$ cat config.mk
export PLATFORM = sky130hd
export DESIGN_NAME = rbq_emit
export DESIGN_NICKNAME = d
export VERILOG_FILES = /design/src/hdl/rbq_pkg.sv /design/src/hdl/rbq_emit.sv
export SDC_FILE = /design/constraint.sdc
export NUM_CORES = 1
export LEC_CHECK = 0
export BUFFER_PORTS_ARGS = -buffer_cell sky130_fd_sc_hd__buf_2
export CAP_MARGIN = 20
export CELL_PAD_IN_SITES_DETAIL_PLACEMENT = 1
export CELL_PAD_IN_SITES_GLOBAL_PLACEMENT = 2
export CORE_MARGIN = 2
export CORE_UTILIZATION = 37
export CTS_BUF_LIST = sky130_fd_sc_hd__clkbuf_8
export DETAILED_ROUTE_END_ITERATION = 8
export PLACE_DENSITY = 0.95
export REMOVE_ABC_BUFFERS = 1
export SKIP_CTS_REPAIR_TIMING = 1
export SYNTH_ARGS = -nofsm -noshare
export SYNTH_HDL_FRONTEND = slang
export SYNTH_SLANG_ARGS = --single-unit
export TNS_END_PERCENT = 20
$ cat constraint.sdc
create_clock -name clk -period 6 [get_ports clk]
set_input_delay 1.2 -clock clk [delete_from_list [all_inputs] [get_ports clk]]
set_output_delay 1.2 -clock clk [all_outputs]
set_load 0.005 [all_outputs]
$ cat src/hdl/rbq_pkg.sv
// ----------------------------------------------------------------------------
// rbq_pkg
// Shared types and register index codes for the rotated billboard quad block.
// ----------------------------------------------------------------------------
package rbq_pkg;

    // fixed-point element types
    typedef logic signed [15:0] q14_t;   // Q2.14 trig and camera axes
    typedef logic signed [31:0] prod_t;  // Q.28 product of two Q2.14 values
    typedef logic signed [32:0] q33_t;   // Q.28 sum of two products
    typedef logic signed [49:0] plo_t;   // low partial product of the half size
    typedef logic signed [47:0] phi_t;   // high partial product of the half size
    typedef logic signed [63:0] q64_t;   // full Q.44 product
    typedef logic signed [34:0] q35_t;   // rounded Q16.16 offset vector
    typedef logic signed [36:0] q37_t;   // vertex position before saturation

    // configuration register indexes
    localparam logic [2:0] REG_TOP_X   = 3'd0;
    localparam logic [2:0] REG_TOP_Y   = 3'd1;
    localparam logic [2:0] REG_TOP_Z   = 3'd2;
    localparam logic [2:0] REG_RIGHT_X = 3'd3;
    localparam logic [2:0] REG_RIGHT_Y = 3'd4;
    localparam logic [2:0] REG_RIGHT_Z = 3'd5;

    // reset values of the camera axes
    localparam q14_t AXIS_ONE  = 16'sd16384;
    localparam q14_t AXIS_ZERO = 16'sd0;

    // rounding bias for Q.44 to Q16.16
    localparam q64_t ROUND_BIAS = 64'sd134217728;

    // corner holding the final vertex of a quad
    localparam logic [1:0] LAST_CORNER = 2'd3;

    // sprite fields that ride along with the arithmetic
    typedef struct packed {
        logic signed [31:0] center_x;
        logic signed [31:0] center_y;
        logic signed [31:0] center_z;
        logic [30:0]        half_width;
        logic [30:0]        half_height;
        logic [16:0]        lt_u;
        logic [16:0]        lt_v;
        logic [16:0]        rb_u;
        logic [16:0]        rb_v;
        logic [31:0]        color;
    } side_t;

endpackage

$ cat src/hdl/rbq_emit.sv
// ----------------------------------------------------------------------------
// rbq_emit
// Holds one scaled sprite and emits its four corners on consecutive cycles,
// each with saturated position, texture coordinates, color and last flag.
// ----------------------------------------------------------------------------
module rbq_emit (
    input  logic               clk,
    input  logic               rst_n,
    input  logic               in_valid,
    input  rbq_pkg::q35_t      vr [3],
    input  rbq_pkg::q35_t      vt [3],
    input  rbq_pkg::side_t     in_side,
    output logic               vertex_valid,
    output logic signed [31:0] vertex_x,
    output logic signed [31:0] vertex_y,
    output logic signed [31:0] vertex_z,
    output logic [31:0]        vertex_color,
    output logic [16:0]        tex_u,
    output logic [16:0]        tex_v,
    output logic [1:0]         corner,
    output logic               last
);

    rbq_pkg::q35_t      vr_hold_reg [3];
    rbq_pkg::q35_t      vt_hold_reg [3];
    rbq_pkg::side_t     side_hold_reg;
    logic               active_reg;
    logic [1:0]         corner_reg;
    rbq_pkg::q37_t      center [3];
    rbq_pkg::q37_t      pos [3];
    logic signed [31:0] pos_sat [3];
    logic               out_valid_reg;
    logic signed [31:0] out_pos_reg [3];
    logic [31:0]        out_color_reg;
    logic [16:0]        out_u_reg;
    logic [16:0]        out_v_reg;
    logic [1:0]         out_corner_reg;
    logic               out_last_reg;

    assign center[0] = rbq_pkg::q37_t'(side_hold_reg.center_x);
    assign center[1] = rbq_pkg::q37_t'(side_hold_reg.center_y);
    assign center[2] = rbq_pkg::q37_t'(side_hold_reg.center_z);

    // corner position: low bit picks +vt, high bit picks +vr; then saturate
    always_comb
    begin
        for (int i = 0; i < 3; i++)
        begin
            pos[i] = center[i]
                     + (corner_reg[0] ? rbq_pkg::q37_t'(vt_hold_reg[i])
                                      : -rbq_pkg::q37_t'(vt_hold_reg[i]))
                     + (corner_reg[1] ? rbq_pkg::q37_t'(vr_hold_reg[i])
                                      : -rbq_pkg::q37_t'(vr_hold_reg[i]));
            if (pos[i][36:31] == 6'b000000 || pos[i][36:31] == 6'b111111)
                pos_sat[i] = pos[i][31:0];
            else if (pos[i][36])
                pos_sat[i] = 32'sh8000_0000;
            else
                pos_sat[i] = 32'sh7FFF_FFFF;
        end
    end

    // corner sequencing; a new sprite replaces the finished one
    always_ff @(posedge clk or negedge rst_n)
    begin
        if (!rst_n)
        begin
            active_reg    <= 1'b0;
            corner_reg    <= 2'd0;
            out_valid_reg <= 1'b0;
        end
        else
        begin
            out_valid_reg <= active_reg;
            if (in_valid)
            begin
                active_reg <= 1'b1;
                corner_reg <= 2'd0;
            end
            else if (active_reg)
            begin
                corner_reg <= corner_reg + 2'd1;
                if (corner_reg == rbq_pkg::LAST_CORNER)
                    active_reg <= 1'b0;
            end
        end
    end

    // sprite hold and output registers
    always_ff @(posedge clk)
    begin
        if (in_valid)
        begin
            vr_hold_reg   <= vr;
            vt_hold_reg   <= vt;
            side_hold_reg <= in_side;
        end
        out_pos_reg    <= pos_sat;
        out_color_reg  <= side_hold_reg.color;
        out_u_reg      <= corner_reg[1] ? side_hold_reg.rb_u : side_hold_reg.lt_u;
        out_v_reg      <= corner_reg[0] ? side_hold_reg.lt_v : side_hold_reg.rb_v;
        out_corner_reg <= corner_reg;
        out_last_reg   <= (corner_reg == rbq_pkg::LAST_CORNER);
    end

    assign vertex_valid = out_valid_reg;
    assign vertex_x     = out_pos_reg[0];
    assign vertex_y     = out_pos_reg[1];
    assign vertex_z     = out_pos_reg[2];
    assign vertex_color = out_color_reg;
    assign tex_u        = out_u_reg;
    assign tex_v        = out_v_reg;
    assign corner       = out_corner_reg;
    assign last         = out_last_reg;

    // last flag marks only the final corner
    assert property (@(posedge clk) disable iff (!rst_n)
        vertex_valid |-> (last == (corner == rbq_pkg::LAST_CORNER)))
        else $error("last flag does not match corner");

    // corners of one quad come out on consecutive cycles in order
    assert property (@(posedge clk) disable iff (!rst_n)
        (vertex_valid && !last) |=> (vertex_valid && corner == $past(corner) + 2'd1))
        else $error("quad corners not emitted back to back");

endmodule
Word level (Yosys, flattened, before mapping)
Cells that the tools add are included.
- $add $sub $neg: 13
- reductions and logical operators: 7
- equality and inequality tests: 4
- muxes and demuxes: 19
- operators by type and width (cell ; number):
    2-to-1 mux 37 bit ; 6
    negation 35 -> 37 bit ; 6
    2-to-1 mux 32 bit ; 6
    adder 32 x 37 -> 37 bit ; 3
    adder 37 bit ; 3
    2-to-1 mux 17 bit ; 2
    equality test 6 bit, second input constant ; 3
    zero test 6 bit ; 3
    2-to-1 mux 2 bit ; 2
    logical OR 1 bit ; 3
    2-to-1 mux 1 bit ; 3
    adder 2 x 1 -> 2 bit, second input constant ; 1
    equality test 2 bit, second input constant ; 1
    nonzero test 2 bit ; 1
- output and inout bits: 166
- register bits: 575
- word-level logic and storage cells: 68
- bits of input ports: 471

Depth between registers and ports, before layout
Gate-level depths: netlist (run 1).
- word-level depth: 7
- mapped depth: 24

Worst setup path after synthesis (run 1)
No wires, ideal clock.
- path kind: register -> register
- start point: register vr_hold_reg[4] (netlist bit)
- end point: register out_pos_reg (netlist bit vertex_z[21])
- clock period less this slack: 5446 ps
- path buffers: 1
- library setup time: 132 ps
- data arrival time: 5313 ps
- path slack: 554 ps
- stages on the path, launching flop included: 22
- path through: edfxtp_1 nor3_1 nand2_1 nor4_1 nand2_1 nor4_1 nor3b_1 a21oi_1 xnor2_1 fa_1 inv_1 ha_1 and3_1 and4_1 and2_1 a22o_1 a311oi_1 o21bai_1 xor2_1 o41ai_2 clkbuf_1 o21ai_0
- RTL lines (what ; RTL line ; text):
    start: declaration ; rbq_emit.sv:24 ; rbq_pkg::q35_t vr_hold_reg [3];
    start signal: assignment ; rbq_emit.sv:94 ; vr_hold_reg <= vr;
    end signal: assignment ; rbq_emit.sv:98 ; out_pos_reg <= pos_sat;
    end: declaration ; rbq_emit.sv:33 ; logic signed [31:0] out_pos_reg [3];

==> key figures, run 1 <==
Status
  – Outcome: finished clean

STA
  – Setup ws final: 0.182 ns
  – Final worst path period need: 5.82 ns
  – Slew Limit Headroom: 0.460
  – Clk_skew: 0.0394 ns
  – # setup viols final: 0
  – Final Hold Viols: 0
  – Max-slew violation count: 0
  – RSZ-0062 raised after global routing: yes
  – Worst slew pin tran: 0.810 ns
  – Fin Hold WS: 0.325 ns
  – Fmax: 172 MHz
  – Fin crit share: 0.970

Placement
  – Placed cell count: 4328
  – Post-DP HPWL: 72700 um
  – Post-placement worst setup slack: 0.0932 ns
  – GPL Wtd Cong: 0.836
  – # port buffers: 574

Cells and area
  – Fraction of layout cells with a size suffix above 1: 0.258
  – Nets@finish: 4067
  – P&R area growth vs syn: 23.2%
  – Filler cell count: 8843
  – Fin cells: 4532

Pwr
  – Pwr Total: 20.3 mW
  – P_leak: 16.3 nW
  – Pwr dens: 546 mW/mm2
  – Max VDD drop: 406 uV

Setup path
  – Setup CP Type: flop to flop
  – R2r setup slk: 0.18 ns
  – Reg2Reg Capture Point: vertex_y[1]
  – Crit path from: vr_hold_reg[45]
  – CP startpoint kind: flop
  – CP Max Fanout: 27
  – RR Startpoint: vr_hold_reg[45]
  – Worst reg-to-reg path cell count: 20
  – CP endpoint: vertex_y[1]
  – Data required time of the worst path: 6.59 ns
  – Crit path DAT: 6.41 ns
  – Worst setup EP type: flop

CTS
  – Clock root buffer: clkbuf_8
  – Worst skew pair latency: 0.72 ns
  – Number of buffers created by CTS: 100
  – Longest Clk Path Bufs: 3
  – H-Tree Depth: 3
  – CTS tree: done
  – Clock slew at reported path FFs: 0.07 ns
  – CTS Sinks: 575

Logic synthesis
  – Mapped cell area: 0.0302 mm2
  – Yosys cell types: 82
  – Yosys top cell by area: edfxtp_1
  – Number of synthesized flops with an enable pin: 406
  – Most common cell in the netlist: edfxtp_1
  – Post-Synthesis Cells: 2673
  – #FFs+latches synth: 575
  – Post-synthesis sequential area ratio: 0.516
  – Leading post-synthesis cells by instance count: edfxtp_1 (406), inv_1 (385), xnor2_1 (252), a21oi_1 (241), nor2_1 (185)
  – FFs w/ async S/R, synth: 0.00696
  – Post-synth top flop: edfxtp_1
  – Ys Warns: 0
  – Ranking of synthesized cells by area: edfxtp_1 (40%), dfxtp_1 (11%), fa_1 (7.4%)
  – Syn Area/Cell: 11.3 um2
  – Synth top area share: 0.404

Detailed routing
  – DRT iter0 DRCs: 838
  – WL final: 93300 um
  – First drt pass iteration count: 5
  – Remaining DRCs: 0
  – WL per Instance: 20.6 um
  – Vias per inst: 4.98
  – Routed via count: 22548
  – DRT antenna net count: 0

Die
  – Core Area: 0.0807 mm2
  – Die W: 290 um
  – Area of the die: 0.0839 mm2
  – Die height: 290 um
  – Initial core utilization: 0.374
  – I/O pins: 637
  – FP Rows: 104

Global routing
  – Busiest grt layer: met2
  – Antenna violations before repair: 43
  – Met1 Use GR: 0.218
  – M2 GR Usage: 0.407
  – First-pass GRT wire length: 140000 um
  – Congestion Overflow GR: 0
  – Largest net degree at the start of global routing: 114
  – Vias in the first global route: 24696
  – GRT Total Usage: 0.219
  – Met3 GRT Util: 0.0800

Worst hold path
  – Hold crit path type: input port to asynchronous set/reset pin

Job
  – Max_cap viols: 0
[cells in the final DEF (no fill, tap or decap), types with 11 or more instances in the layout]
master / synthesis / routed
buf_2: 6 / 573
inv_1: 385 / 425
edfxtp_1: 406 / 406
xnor2_1: 252 / 252
a21oi_1: 241 / 239
nor2_1: 185 / 185
dfxtp_1: 165 / 165
clkbuf_8: 0 / 113
ha_1: 112 / 112
fa_1: 111 / 111
a21o_1: 83 / 83
nand2_1: 81 / 81
o21ai_0: 81 / 81
buf_4: 6 / 79
nor3_1: 58 / 56
xor2_1: 49 / 49
mux2_2: 35 / 35
nor4_1: 36 / 29
a31oi_1: 28 / 28
nand2b_1: 26 / 26
nand3_1: 25 / 25
o21bai_1: 18 / 18
nand4_1: 16 / 16
diode_2: 0 / 15
nor2b_1: 13 / 13
and3_1: 14 / 13
or3_1: 12 / 12
mux2i_1: 12 / 12
o21a_1: 12 / 12
clkinv_2: 0 / 12
and2_1: 11 / 11
[routing by layer]
metal / routed length [um] / vias to the layer above
met4: 3860 / 48
met1: 32700 / 10932
met2: 48400 / 654
li1: - / 10659
met3: 8070 / 255
met5: 304 / -
[kinds of logic after synthesis]
| family | synth area share |
|---|---|
| buffers and inverters | 0.0578 |
| XOR/XNOR | 0.0884 |
| flip-flops | 0.516 |
| AND/OR/NAND/NOR | 0.0896 |
| adder cells (fa/ha/maj) | 0.120 |
| multiplexers | 0.0170 |
| AO/OA/AOI/OAI | 0.111 |
[power by group]
part           switching [mW]  internal, mW
Combinational            6.39          4.80
Sequential              0.330          5.05
Clock                    1.71          2.04
[cell type report]
type / instances / area (um2) / area share
antenna: 15 / 37.5 / 0.00101
sequential: 575 / 15600 / 0.420
clock inverter: 73 / 533 / 0.0143
tap: 1060 / 1330 / 0.0357
clock buffer: 113 / 1560 / 0.0418
inverter: 385 / 1450 / 0.0389
timing repair buffer: 664 / 3690 / 0.0991
multi-input combinational: 1647 / 13000 / 0.350
[worst min-delay path by stage]
stage	to	slack (ns)
floorplan	vertex_color[0]	0.32
global placement	vertex_color[22]	0.32
detailed placement	vertex_color[29]	0.33
CTS	vertex_valid	0.25
global route	vertex_valid	0.28
finish	vertex_valid	0.32
[stage by stage]
| stage | setup TNS [ns] | utilization | instance area (um2) |
|---|---|---|---|
| final | 0 | 0.461 | 37200 |
| after global routing | -0.144 | 0.461 | 37200 |
| after CTS | 0 | 0.459 | 37000 |
| after detailed placement | 0 | 0.433 | 34900 |
| after global placement | 0 | 0.433 | 34900 |
| after floorplan | -94.14 | - | 29900 |
[worst max-delay path, stage by stage (launching register included)]
cell	delay, ns
edfxtp_1	0.47
or4_1	0.60
or3_1	0.37
nor4_1	0.27
buf_4	0.21
a21oi_1	0.11
xnor2_1	0.18
fa_1	0.50
inv_1	0.05
ha_1	0.37
and3_2	0.32
and3_1	0.19
a32oi_2	0.26
nand4b_1	0.24
a21o_1	0.29
a211oi_1	0.30
xor2_1	0.23
nand3_1	0.14
o31ai_4	0.26
buf_12	0.21
a21oi_1	0.09
(Power assumes the default switching activity.)
==> inputs of run 2 (changes only) <==
ABC_AREA = 0   (was not set)
CORE_UTILIZATION = 36   (was 37)
CTS_BUF_LIST = not set   (was sky130_fd_sc_hd__clkbuf_8)
PLACE_DENSITY = 0.93   (was 0.95)
==> run 2 against run 1 <==
Design area is 0.89% higher; power is 2.7% higher; die area is 2.7% higher; cell count is 0.88% lower; clock power is 13% higher; routed wire length is 1.3% lower; combinational power hardly changed; worst setup slack worse by 0.057 ns; sequential power hardly changed; hold slack better by 0.015 ns; via count is 1.3% lower; core utilization is 1.0 points lower; critical endpoint is now vertex_y[0].
==> key figures, run 2 (same netlist as run 1, synthesis figures left out) <==
Pwr
  – Pwr dens: 556 mW/mm2
  – Max VDD drop: 331 uV
  – P_leak: 16.3 nW

Placement
  – Placed cell count: 4355
  – Post-DP HPWL: 71600 um
  – # port buffers: 574
  – GPL Wtd Cong: 0.859
  – Post-placement worst setup slack: 0.00675 ns
  – Placed cell area: 0.0350 mm2

Global routing
  – GRT Total Usage: 0.210
  – Vias in the first global route: 23918
  – Congestion Overflow GR: 0
  – Largest net degree at the start of global routing: 149
  – Met1 Use GR: 0.222
  – Antenna violations before repair: 38
  – First-pass GRT wire length: 138000 um
  – Busiest grt layer: met2
  – M2 GR Usage: 0.399
  – Met3 GRT Util: 0.0625

Die
  – Area of the die: 0.0862 mm2
  – Die W: 294 um
  – Core Area: 0.0833 mm2
  – Initial core utilization: 0.363
  – Die height: 294 um
  – I/O pins: 637
  – FP Rows: 106

Setup path
  – Worst reg-to-reg path cell count: 21
  – Data required time of the worst path: 6.50 ns
  – Crit-path cells: or4_1, or3_1, nor4_2, buf_4, a21oi_1, xnor2_1, fa_1, inv_1, ha_1, and3_1, and3_1, a32oi_2, nand4b_1, a21o_1, buf_4, a211oi_1, xor2_1, nand3_1, o31ai_4, buf_12, a21oi_1
  – Critical path's largest stage delay: 0.61 ns
  – Crit path DAT: 6.38 ns
  – CP Max Fanout: 27
  – Setup CP Type: flop to flop
  – Worst Path Buf+Inv: 4
  – Crit path max-delay cell type: or4_1
  – Delay-heaviest family, CP: simple AND/OR/NAND/NOR gates
  – R2r setup slk: 0.12 ns
  – Reg2Reg Capture Point: vertex_y[0]
  – Worst setup EP type: flop
  – RR Startpoint: vr_hold_reg[45]
  – CP startpoint kind: flop

Detailed routing
  – Remaining DRCs: 0
  – Vias per inst: 4.95
  – DRT antenna net count: 0
  – DRT iter0 DRCs: 749
  – First drt pass iteration count: 5
  – WL final: 92100 um
  – Routed via count: 22256
  – WL per Instance: 20.5 um

STA
  – Final Hold Viols: 0
  – Setup ws final: 0.124 ns
  – # setup viols final: 0
  – Fin Setup TNS: 0 ns
  – Final worst path period need: 5.88 ns
  – Max-slew violation count: 0
  – RSZ-0062 raised after global routing: yes
  – Fmax: 170 MHz
  – Fin crit share: 0.979
  – Slew Limit Headroom: 0.291
  – Clk_skew: 0.0352 ns
  – Worst slew pin tran: 1.06 ns

CTS
  – Clock root buffer: clkbuf_16
  – Worst skew pair latency: 0.64 ns
  – Number of buffers created by CTS: 68
  – Longest Clk Path Bufs: 3
  – H-Tree Depth: 3
  – CTS Sinks: 575
  – CTS tree: done
  – Clock slew at reported path FFs: 0.06 ns

Worst hold path
  – Hold path start: side_hold_reg[12]
  – Hold Crit Depth: 0
  – Hold endpoint: vertex_color[12]
  – Hold crit path type: flop to flop

Cells and area
  – Finished Cell Area: 0.0375 mm2
  – Multi-input logic area: 0.0130 mm2
  – Leading cell type in the layout, fill and taps excluded: buf_2
  – Filler cell count: 9203
  – P&R area growth vs syn: 24.3%
  – Register Area: 0.0156 mm2
  – Fin cells: 4492
  – Fraction of layout cells with a size suffix above 1: 0.256
  – Most frequent cells in the layout: buf_2 (573), edfxtp_1 (406), inv_1 (385)
  – Nets@finish: 4044

Job
  – Max_cap viols: 0

Status
  – Outcome: finished clean
==> run 2: how the worst max path moves through the flow <==
stage	from	endpoint	slack (ns)	depth (start not counted)
finish	vr_hold_reg[45]	vertex_y[0]	0.12	21
global route	vr_hold_reg[45]	vertex_y[2]	-0.12	19
detailed placement	vr_hold_reg[4]	vertex_z[12]	0.007	23
floorplan	corner_reg[0]	vertex_y[0]	-1.66	16
CTS	vt_hold_reg[51]	vertex_y[0]	-0.03	27
global placement	vr_hold_reg[4]	vertex_z[3]	0.1	23
==> run 2: per-stage QoR <==
stage | hold WS [ns] | utilization | power, mW
6_report | 0.340 | 0.451 | 20.9
5_1_grt | 0.347 | 0.450 | 22.6
4_1_cts | 0.343 | 0.448 | 21.1
3_5_place_dp | 0.329 | 0.421 | 16.7
3_3_place_gp | 0.323 | 0.421 | 16.4
2_1_floorplan | 0.323 | - | 12.8
==> run 2: layout make-up <==
class                      instances  share of cell area
sequential                       575               0.416
multi-input combinational       1647               0.347
timing repair buffer             673               0.101
clock buffer                      91              0.0515
inverter                         385              0.0385
tap                             1080              0.0360
clock inverter                    34             0.00977
antenna                            7            0.000467
==> run 2: power breakdown <==
part           switching (mW)  total, mW  internal [mW]
registers               0.358       5.41           5.05
clock network            1.75       4.22           2.47
logic                    6.31       11.2           4.94
total                    8.41       20.9           12.5
==> run 2: layer usage <==
layer	vias to the layer above	wire length, um
li1	10595	-
met1	10875	34000
met2	561	48700
met3	183	6490
met4	42	2650
met5	-	261
